**src/design/rdfm_pkg.sv**
```systemverilog
// Shared types, symbol codes and site matching for the restriction digest fragment masker.
package rdfm_pkg;

    // Symbol codes on the input stream and in the delay line
    typedef logic [2:0] sym_t;

    localparam sym_t SYM_A  = 3'd0;
    localparam sym_t SYM_C  = 3'd1;
    localparam sym_t SYM_G  = 3'd2;
    localparam sym_t SYM_T  = 3'd3;
    localparam sym_t SYM_N  = 3'd4;
    localparam sym_t SYM_NL = 3'd5;

    // Recognition sites, element 0 is the first letter
    typedef sym_t [3:0] site_t;

    localparam site_t SITE_MSPI = {SYM_G, SYM_G, SYM_C, SYM_C};
    localparam site_t SITE_TAQI = {SYM_A, SYM_G, SYM_C, SYM_T};

    // Lookahead window, element 0 is the head symbol
    typedef sym_t [4:0] win_t;

    // Configuration register indexes
    localparam int CFG_INDEX_W = 2;
    localparam int CFG_DATA_W  = 8;

    localparam logic [CFG_INDEX_W-1:0] CFG_KEEP_BASES  = 2'd0;
    localparam logic [CFG_INDEX_W-1:0] CFG_TAQI_ENABLE = 2'd1;

    localparam logic [5:0] KEEP_BASES_RESET = 6'd39;

    // Input item
    typedef struct packed {
        logic [2:0] symbol;
        logic       sequence_end;
    } in_item_t;

    // Result item
    typedef struct packed {
        logic       has_base;
        logic [2:0] base_out;
        logic       newline_after;
        logic       fragment_end;
        logic       run_last;
    } out_item_t;

    // One delay line entry: a base and its trailing line break flag
    typedef struct packed {
        logic nl;
        sym_t base;
    } entry_t;

    // Per-cell controls of the delay line
    typedef struct packed {
        logic shift;
        logic load;
        logic set_nl;
    } cell_ctrl_t;

    // Site match at the window head: plain, or with one line break between letters
    function automatic logic match_site(win_t w, logic [2:0] wl, site_t site);
        logic hit;
        logic direct;
        logic gapped;
        int   p;
        direct = (wl >= 3'd4);
        for (int i = 0; i < 4; i++) begin
            if (w[i] != site[i]) direct = 1'b0;
        end
        hit = direct;
        if (wl == 3'd5) begin
            for (int gap = 1; gap < 4; gap++) begin
                gapped = 1'b1;
                p = 0;
                for (int i = 0; i < 5; i++) begin
                    if (i == gap) begin
                        if (w[i] != SYM_NL) gapped = 1'b0;
                    end else begin
                        if (w[i] != site[p[1:0]]) gapped = 1'b0;
                        p++;
                    end
                end
                hit = hit | gapped;
            end
        end
        return hit;
    endfunction

endpackage

```
**src/design/restriction_digest_fragment_masker.sv**
```systemverilog
// Top level: lookahead window, sequencer and delay line chain of the fragment masker.
//
//   channel   ports                        direction  payload
//   s_        s_valid  s_ready  s_data     in         in_item_t (symbol, sequence_end)
//   m_        m_valid  m_ready  m_data     out        out_item_t
//   cfg_      cfg_valid cfg_ready          in         cfg_index, cfg_data
//
// A symbol that only fills the window is stored. One that moves a head out of the window
// takes the sequencer through head, trim, flush (at a cut) and done; at sequence end the
// held heads follow in turn. One base leaves cell 0 of the delay line per cycle while the
// output can take it, which sets the burst rate at a cut. Reset (aresetn, synchronous)
// empties window and delay line by their fill counts; cell contents are not cleared. A
// low m_ready holds the sequencer at its next result; s_ready is high only between items.
module restriction_digest_fragment_masker import rdfm_pkg::*; #(
    parameter int MAX_KEEP = 48
) (
    input  logic                   aclk,
    input  logic                   aresetn,
    input  logic                   s_valid,
    output logic                   s_ready,
    input  in_item_t               s_data,
    output logic                   m_valid,
    input  logic                   m_ready,
    output out_item_t              m_data,
    input  logic                   cfg_valid,
    output logic                   cfg_ready,
    input  logic [CFG_INDEX_W-1:0] cfg_index,
    input  logic [CFG_DATA_W-1:0]  cfg_data
);

    localparam int FW        = $clog2(MAX_KEEP + 1);
    localparam int IW        = (MAX_KEEP > 1) ? $clog2(MAX_KEEP) : 1;
    localparam int COUNT_SAT = 2 * MAX_KEEP + 1;
    localparam int CW        = $clog2(COUNT_SAT + 1);

    localparam logic [2:0] ST_IDLE  = 3'd0;
    localparam logic [2:0] ST_HEAD  = 3'd1;
    localparam logic [2:0] ST_TRIM  = 3'd2;
    localparam logic [2:0] ST_FLUSH = 3'd3;
    localparam logic [2:0] ST_DONE  = 3'd4;

    logic [2:0]    state_reg, state_next;
    win_t          win_reg, win_next;
    logic [2:0]    wlen_reg, wlen_next;
    logic          drain_reg, drain_next;
    logic          cut_reg, cut_next;
    logic          trim_reg, trim_next;
    logic [FW-1:0] fill_reg, fill_next;
    logic [CW-1:0] count_reg, count_next;
    logic [5:0]    keep_reg;
    logic          taqi_reg;
    logic          pend_valid_reg, pend_valid_next;
    out_item_t     pend_reg, pend_next;
    logic          m_valid_reg, m_valid_next;
    out_item_t     m_item_reg, m_item_next;

    logic          cell_shift;
    logic          load_en;
    logic [IW-1:0] load_idx;
    logic          nl_en;
    logic [IW-1:0] nl_idx;
    entry_t        cell_din;
    entry_t        cell_q [MAX_KEEP];

    logic [FW-1:0] eff_keep;
    logic [FW-1:0] depth;
    logic [CW-1:0] idx;
    logic [FW-1:0] from_end;
    logic          keep_ok;
    logic          full;
    logic          out_free;
    logic          can_emit;
    logic          emit;
    logic          emit_bare;
    logic          emit_fe;
    out_item_t     emit_item;
    logic          head_cut;
    logic          after_done;
    logic [2:0]    after_flush;
    sym_t          in_sym;
    sym_t          head_sym;

    assign s_ready   = (state_reg == ST_IDLE);
    assign cfg_ready = 1'b1;
    assign m_valid   = m_valid_reg;
    assign m_data    = m_item_reg;

    // Configuration registers
    always_ff @(posedge aclk) begin
        if (!aresetn) begin
            keep_reg <= KEEP_BASES_RESET;
            taqi_reg <= 1'b0;
        end else if (cfg_valid && cfg_ready) begin
            case (cfg_index)
                CFG_KEEP_BASES:  keep_reg <= cfg_data[5:0];
                CFG_TAQI_ENABLE: taqi_reg <= cfg_data[0];
                default: ;
            endcase
        end
    end

    // Masking of the oldest held base
    assign eff_keep = (keep_reg > 6'(MAX_KEEP)) ? FW'(MAX_KEEP) : FW'(keep_reg);
    assign depth    = (eff_keep == '0) ? FW'(1) : eff_keep;
    assign idx      = count_reg - CW'(fill_reg);
    assign from_end = fill_reg - FW'(1);
    assign keep_ok  = (idx < CW'(eff_keep)) || (from_end < eff_keep);
    assign full     = (fill_reg == FW'(MAX_KEEP));

    always_comb begin
        emit_item               = '0;
        emit_item.has_base      = !emit_bare;
        emit_item.base_out      = emit_bare ? SYM_A : (keep_ok ? cell_q[0].base : SYM_N);
        emit_item.newline_after = emit_bare ? 1'b0 : cell_q[0].nl;
        emit_item.fragment_end  = emit_fe;
        emit_item.run_last      = 1'b0;
    end

    // Cut decision at the window head
    assign head_sym = win_reg[0];
    always_comb begin
        head_cut = 1'b0;
        if (head_sym == SYM_T && taqi_reg) begin
            head_cut = match_site(win_reg, wlen_reg, SITE_TAQI);
        end else if (head_sym == SYM_C) begin
            head_cut = match_site(win_reg, wlen_reg, SITE_MSPI);
        end
    end

    assign in_sym      = (s_data.symbol > SYM_NL) ? SYM_N : s_data.symbol;
    assign out_free    = !m_valid_reg || m_ready;
    assign can_emit    = !pend_valid_reg || out_free;
    assign after_done  = drain_reg && (wlen_reg != 3'd0);
    assign after_flush = after_done ? ST_HEAD : ST_DONE;

    // Sequencer
    always_comb begin
        state_next      = state_reg;
        win_next        = win_reg;
        wlen_next       = wlen_reg;
        drain_next      = drain_reg;
        cut_next        = cut_reg;
        trim_next       = trim_reg;
        fill_next       = fill_reg;
        count_next      = count_reg;
        pend_valid_next = pend_valid_reg;
        pend_next       = pend_reg;
        m_valid_next    = m_valid_reg;
        m_item_next     = m_item_reg;
        cell_shift      = 1'b0;
        load_en         = 1'b0;
        load_idx        = full ? IW'(fill_reg - FW'(1)) : IW'(fill_reg);
        nl_en           = 1'b0;
        nl_idx          = IW'(fill_reg - FW'(1));
        cell_din        = '{nl: 1'b0, base: head_sym};
        emit            = 1'b0;
        emit_bare       = 1'b0;
        emit_fe         = 1'b0;

        if (m_valid_reg && m_ready) begin
            m_valid_next = 1'b0;
        end

        case (state_reg)
            ST_IDLE: begin
                if (s_valid) begin
                    win_next[wlen_reg] = in_sym;
                    wlen_next          = wlen_reg + 3'd1;
                    drain_next         = s_data.sequence_end;
                    if (s_data.sequence_end || wlen_reg == 3'd4) begin
                        state_next = ST_HEAD;
                    end
                end
            end
            ST_HEAD: begin
                if (head_sym == SYM_NL) begin
                    if (fill_reg == '0) begin
                        if (can_emit) begin
                            emit       = 1'b1;
                            emit_bare  = 1'b1;
                            state_next = ST_TRIM;
                        end
                    end else begin
                        nl_en      = 1'b1;
                        state_next = ST_TRIM;
                    end
                end else if (full) begin
                    // oldest leaves as the new base enters the tail
                    if (can_emit) begin
                        emit       = 1'b1;
                        cell_shift = 1'b1;
                        load_en    = 1'b1;
                        state_next = ST_TRIM;
                    end
                end else begin
                    load_en    = 1'b1;
                    fill_next  = fill_reg + FW'(1);
                    state_next = ST_TRIM;
                end
                if (state_next == ST_TRIM) begin
                    cut_next  = head_cut;
                    // only a new base trims the line to a smaller depth
                    trim_next = (head_sym != SYM_NL);
                    if (head_sym != SYM_NL && count_reg < CW'(COUNT_SAT)) begin
                        count_next = count_reg + CW'(1);
                    end
                    for (int i = 0; i < 4; i++) begin
                        win_next[i] = win_reg[i+1];
                    end
                    wlen_next = wlen_reg - 3'd1;
                end
            end
            ST_TRIM: begin
                if (trim_reg && fill_reg > depth) begin
                    if (can_emit) begin
                        emit       = 1'b1;
                        cell_shift = 1'b1;
                        fill_next  = fill_reg - FW'(1);
                    end
                end else if (cut_reg) begin
                    state_next = ST_FLUSH;
                end else if (after_done) begin
                    state_next = ST_HEAD;
                end else if (drain_reg) begin
                    state_next = ST_FLUSH;
                end else begin
                    state_next = ST_DONE;
                end
            end
            ST_FLUSH: begin
                if (fill_reg == '0) begin
                    count_next = '0;
                    state_next = after_flush;
                end else if (can_emit) begin
                    emit       = 1'b1;
                    emit_fe    = (fill_reg == FW'(1));
                    cell_shift = 1'b1;
                    fill_next  = fill_reg - FW'(1);
                    if (fill_reg == FW'(1)) begin
                        count_next = '0;
                        state_next = after_flush;
                    end
                end
            end
            ST_DONE: begin
                // last result of the item leaves with run_last set
                if (!pend_valid_reg) begin
                    state_next = ST_IDLE;
                end else if (out_free) begin
                    m_item_next          = pend_reg;
                    m_item_next.run_last = 1'b1;
                    m_valid_next         = 1'b1;
                    pend_valid_next      = 1'b0;
                    state_next           = ST_IDLE;
                end
            end
            default: begin
                state_next = ST_IDLE;
            end
        endcase

        // A new result parks in the pending slot; the previous one moves out
        if (emit) begin
            if (pend_valid_reg) begin
                m_item_next  = pend_reg;
                m_valid_next = 1'b1;
            end
            pend_next       = emit_item;
            pend_valid_next = 1'b1;
        end
    end

    always_ff @(posedge aclk) begin
        if (!aresetn) begin
            state_reg      <= ST_IDLE;
            wlen_reg       <= '0;
            fill_reg       <= '0;
            count_reg      <= '0;
            pend_valid_reg <= 1'b0;
            m_valid_reg    <= 1'b0;
        end else begin
            state_reg      <= state_next;
            wlen_reg       <= wlen_next;
            fill_reg       <= fill_next;
            count_reg      <= count_next;
            pend_valid_reg <= pend_valid_next;
            m_valid_reg    <= m_valid_next;
        end
    end

    always_ff @(posedge aclk) begin
        win_reg    <= win_next;
        drain_reg  <= drain_next;
        cut_reg    <= cut_next;
        trim_reg   <= trim_next;
        pend_reg   <= pend_next;
        m_item_reg <= m_item_next;
    end

    // Delay line: a row of cells, oldest entry in cell 0
    for (genvar gi = 0; gi < MAX_KEEP; gi++) begin : g_cell
        cell_ctrl_t ctrl;
        entry_t     right_q;

        assign ctrl.shift  = cell_shift;
        assign ctrl.load   = load_en && (load_idx == IW'(gi));
        assign ctrl.set_nl = nl_en && (nl_idx == IW'(gi));

        if (gi < MAX_KEEP - 1) begin : g_mid
            assign right_q = cell_q[gi+1];
        end else begin : g_last
            assign right_q = '0;
        end

        rdfm_cell u_cell (
            .aclk    (aclk),
            .ctrl    (ctrl),
            .din     (cell_din),
            .right_q (right_q),
            .q       (cell_q[gi])
        );
    end

    // Checks
    a_fill_bound: assert property (@(posedge aclk) disable iff (!aresetn)
        fill_reg <= FW'(MAX_KEEP))
        else $error("delay line fill beyond its cells");

    a_count_covers_fill: assert property (@(posedge aclk) disable iff (!aresetn)
        count_reg >= CW'(fill_reg))
        else $error("fragment count below held bases");

    a_idle_clean: assert property (@(posedge aclk) disable iff (!aresetn)
        state_reg == ST_IDLE |-> !pend_valid_reg && wlen_reg <= 3'd4)
        else $error("idle with a pending result or an overfull window");

    a_flush_empties: assert property (@(posedge aclk) disable iff (!aresetn)
        (state_reg == ST_FLUSH && state_next != ST_FLUSH) |=> fill_reg == '0 && count_reg == '0)
        else $error("fragment not empty after flush");

endmodule

```
**src/design/rdfm_cell.sv**
```systemverilog
// One delay line cell: holds an entry, loads a new base, takes its neighbor on shift.
module rdfm_cell import rdfm_pkg::*; (
    input  logic       aclk,
    input  cell_ctrl_t ctrl,
    input  entry_t     din,
    input  entry_t     right_q,
    output entry_t     q
);

    entry_t q_reg;
    entry_t q_next;

    // load wins over shift; the tail cell may load while the line shifts
    always_comb begin
        q_next = q_reg;
        if (ctrl.load) begin
            q_next = din;
        end else if (ctrl.shift) begin
            q_next = right_q;
        end else if (ctrl.set_nl) begin
            q_next.nl = 1'b1;
        end
    end

    always_ff @(posedge aclk) begin
        q_reg <= q_next;
    end

    assign q = q_reg;

endmodule

```
**config.mk**
```make
export PLATFORM = sky130hd
export DESIGN_NAME = restriction_digest_fragment_masker
export DESIGN_NICKNAME = d
export VERILOG_FILES = /design/src/design/rdfm_pkg.sv /design/src/design/restriction_digest_fragment_masker.sv /design/src/design/rdfm_cell.sv
export SDC_FILE = /design/constraint.sdc
export NUM_CORES = 1
export LEC_CHECK = 0
export BUFFER_PORTS_ARGS = -buffer_cell sky130_fd_sc_hd__buf_2
export CAP_MARGIN = 10
export CORE_AREA = 2 2 163 165
export DETAILED_ROUTE_END_ITERATION = 16
export DIE_AREA = 0 0 165 167
export PLACE_DENSITY = 0.62
export SLEW_MARGIN = 20
export SYNTH_ARGS = -nofsm -noshare
export SYNTH_HDL_FRONTEND = slang
export SYNTH_SLANG_ARGS = --single-unit
export TNS_END_PERCENT = 10
```
**constraint.sdc**
```tcl
create_clock -name aclk -period 6.23 [get_ports aclk]
set_input_delay 0.3115 -clock aclk [delete_from_list [all_inputs] [get_ports aclk]]
set_output_delay 0.3115 -clock aclk [all_outputs]
set_load 0.05 [all_outputs]
```
==> results.sh <==
export IMPL_status="complete, no violations"
export IMPL_final_common_cell="edfxtp_1"
export IMPL_fillers=2264
export IMPL_design_area_mm2=0.0139
export IMPL_yosysUniqueCellTypes=70
export IMPL_slew_viol_final=0
export IMPL_setup_tns_ns=0
export IMPL_cts_tree="built"
export IMPL_syn_to_final_growth_pct=11.4
export IMPL_slew_headroom_pct=33.0
export IMPL_grt_overflow=0
export IMPL_cap_violations=0
export IMPL_drtPass1Iterations=8
export IMPL_achievable_frequency_ghz=0.252
export IMPL_routedLengthMet1_mm=13.0
export IMPL_start_kind="flip-flop"
export IMPL_path_cells="nor3b_4 > inv_1 > nor2_1 > nand3_1 > nor2_1 > nand2_1 > mux2_2"
export IMPL_crit_top_cell="nor2_1"
export IMPL_synth_edf_count=175
export IMPL_ys_seq_area_share_pct=54.4
export IMPL_placed_area_mm2=0.0128
export IMPL_clk_pin_slew_worst_paths_ns=0.06
export IMPL_cts_sinks=251
export IMPL_nets=1152
export IMPL_max_stage_delay_ns=0.72
export IMPL_post_route_min_period_ns=3.97
export IMPL_viasPerCell=5.81
export IMPL_worst_hold_path_type="in -> reg"
export IMPL_critical_path_required_ns=6.54
export IMPL_dieWidth_um=165
export IMPL_async_flop_share_pct=0
export IMPL_endpoint_kind="flip-flop"
export IMPL_fp_coreArea_mm2=0.0258
export IMPL_ys_seq_elements=251
export IMPL_grt_pass1_vias=8365
export IMPL_ff2ff_path_depth=7
export IMPL_drive_above_1_share_pct=22.2
export IMPL_finalCritPeriodShare_pct=63.7
export IMPL_syn_nets=1143
export IMPL_clock_skew_ns=0.00777
export IMPL_ys_warn_count=0
export IMPL_portBuffers=25
export IMPL_wl_met3_mm=1.78
export IMPL_dp_hpwl_mm=19.2
export IMPL_crit_family="simple AND/OR/NAND/NOR gates"
export IMPL_worstSetupPathDepth=7
export IMPL_final_seq_area_mm2=0.00678
export IMPL_antenna_found_initial=0
export IMPL_avgRoutedWirePerCell_um=19.7
export IMPL_worst_pin_slew_ns=1.00
export IMPL_rows=59
export IMPL_die_height_um=167
export IMPL_routed_wl_mm=28.7
export IMPL_cts_made_buffers=28
export IMPL_ir_drop_uv=219
export IMPL_mostFrequentLayoutCells="175 x edfxtp_1, 138 x mux2_2, 87 x nand2_1"
export IMPL_finalSetupViolCount=0
export IMPL_p_per_area_mw_per_mm2=402
export IMPL_largest_register_ffs=192
export IMPL_start_util_pct=48.3
export IMPL_diodes=0
export IMPL_multi_input_area_mm2=0.00533
export IMPL_htreeDepth=1
export IMPL_synth_ff_type="edfxtp_1"
export IMPL_crit_type="reg -> reg"
export IMPL_ios=29
export IMPL_grt_use_total_pct=21.0
export IMPL_syn_avg_cell_area_um2=11.4
export IMPL_finish_utilization_pct=53.9
export IMPL_cts_buffer_depth=3
export IMPL_syn_inst=1092
export IMPL_clk_latency_ns=0.55
export IMPL_die_area_mm2=0.0276
export IMPL_crit_slowest_cell="nor3b_4"
export IMPL_grt_pass1_wl_mm=45.6
export IMPL_cp_num_buf_inv=1
export IMPL_leakage_nw=5.08
export IMPL_crit_fanout=19
export IMPL_grt_max_degree=80
export IMPL_whs_path_depth=3
export IMPL_dr_max_layer_used="met4"
export IMPL_cp_arrival_ns=4.27
export IMPL_drt_iter0_markers=740
export IMPL_drtAntennaViolNets=0
export IMPL_vias=8468
export IMPL_finalWeightedCongestion=0.884
export IMPL_hold_violations=0
export IMPL_wl_met2_mm=13.3
export IMPL_synth_area_mm2=0.0125
export IMPL_cts_root_buf="clkbuf_16"
export IMPL_drcViolationCount=0
export IMPL_rsz0062_at_grt="false"
## logic make-up after synthesis
group	Yosys count	share of synthesized area, %
mux	149	13.4
simple gates	326	13.4
other cells	1	0.0301
xor+xnor	12	0.844
fa+ha+maj	32	3.34
buf+inv	89	2.90
flops	251	54.4
compound gates	232	11.7
## power breakdown
part	switching (mW)	internal, mW	total [mW]
logic	1.08	0.554	1.63
clock network	0.672	1.06	1.73
registers	0.182	2.04	2.22
## layer usage
layer	vias to the layer above	GRT usage, %
met2	205	33.5
met1	4133	29.7
met3	48	3.66
met5	-	0
met4	0	5.52
li1	4082	-
## final timing paths
check                               from  slack, ns                     end
setup / recovery            state_reg[0]       2.26  g_cell[30].u_cell.q[2]
hold / removal               cfg_data[3]       0.03             keep_reg[3]
setup reg to reg            state_reg[0]       2.26  g_cell[30].u_cell.q[2]
hold reg to reg   g_cell[47].u_cell.q[3]       0.47  g_cell[47].u_cell.q[3]
## cells in the mapped netlist (all sizes together), types with 4 or more instances
cell	n	area, µm²
a211oi	19	143
a21boi	8	60.1
a21o	7	52.6
a21oi	65	325
a22o	9	78.8
a311oi	6	52.6
a31oi	14	87.6
and2	12	75.1
and3	22	138
buf	20	103
clkbuf	41	154
dfxtp	76	1520
edfxtp	175	5260
ha	30	375
inv	26	97.6
mux2	141	1590
mux2i	8	80.1
nand2	88	333
nand2b	5	31.3
nand3	32	185
nand3b	5	37.5
nor2	85	329
nor2b	5	31.3
nor3	40	230
nor3b	7	75.1
nor4	5	52.6
o211ai	6	45.0
o21a	4	30.0
o21ai	71	355
or3	8	50.1
xnor2	9	78.8
## timing repair
action                    in CTS  in global routing
hold endpoints to repair       6                  0
hold buffers                   6                  0
resized for setup              0                  0
setup buffers                  0                  0
## through the flow
step                      power (mW)  hold slack, ns  cells  worst slack, ns
after floorplan                 3.41           0.410   1092             3.23
after global routing            5.91          0.0135   1458             1.85
after detailed placement        3.86           0.454   1400             2.28
final                           5.58          0.0272   1458             2.26
after CTS                       5.62         0.00508   1458             2.28
after global placement          3.84           0.455   1400             2.35
## final cells by class
cell class	count	area share, %
Multi-Input combinational cell	752	38.4
Tap cell	335	3.02
Timing Repair Buffer	40	1.82
Inverter	28	0.757
Clock inverter	13	1.11
Clock buffer	39	6.01
Sequential cell	251	48.8
## tightest hold or removal path: cells and delay by family
| kind | cells | cell delay [ns] |
|---|---|---|
| buffers and inverters | 1 | 0.09 |
| muxes | 1 | 0.07 |
| and+or+nand+nor | 1 | 0.07 |
Note: power is estimated with default switching activity, not from simulation.
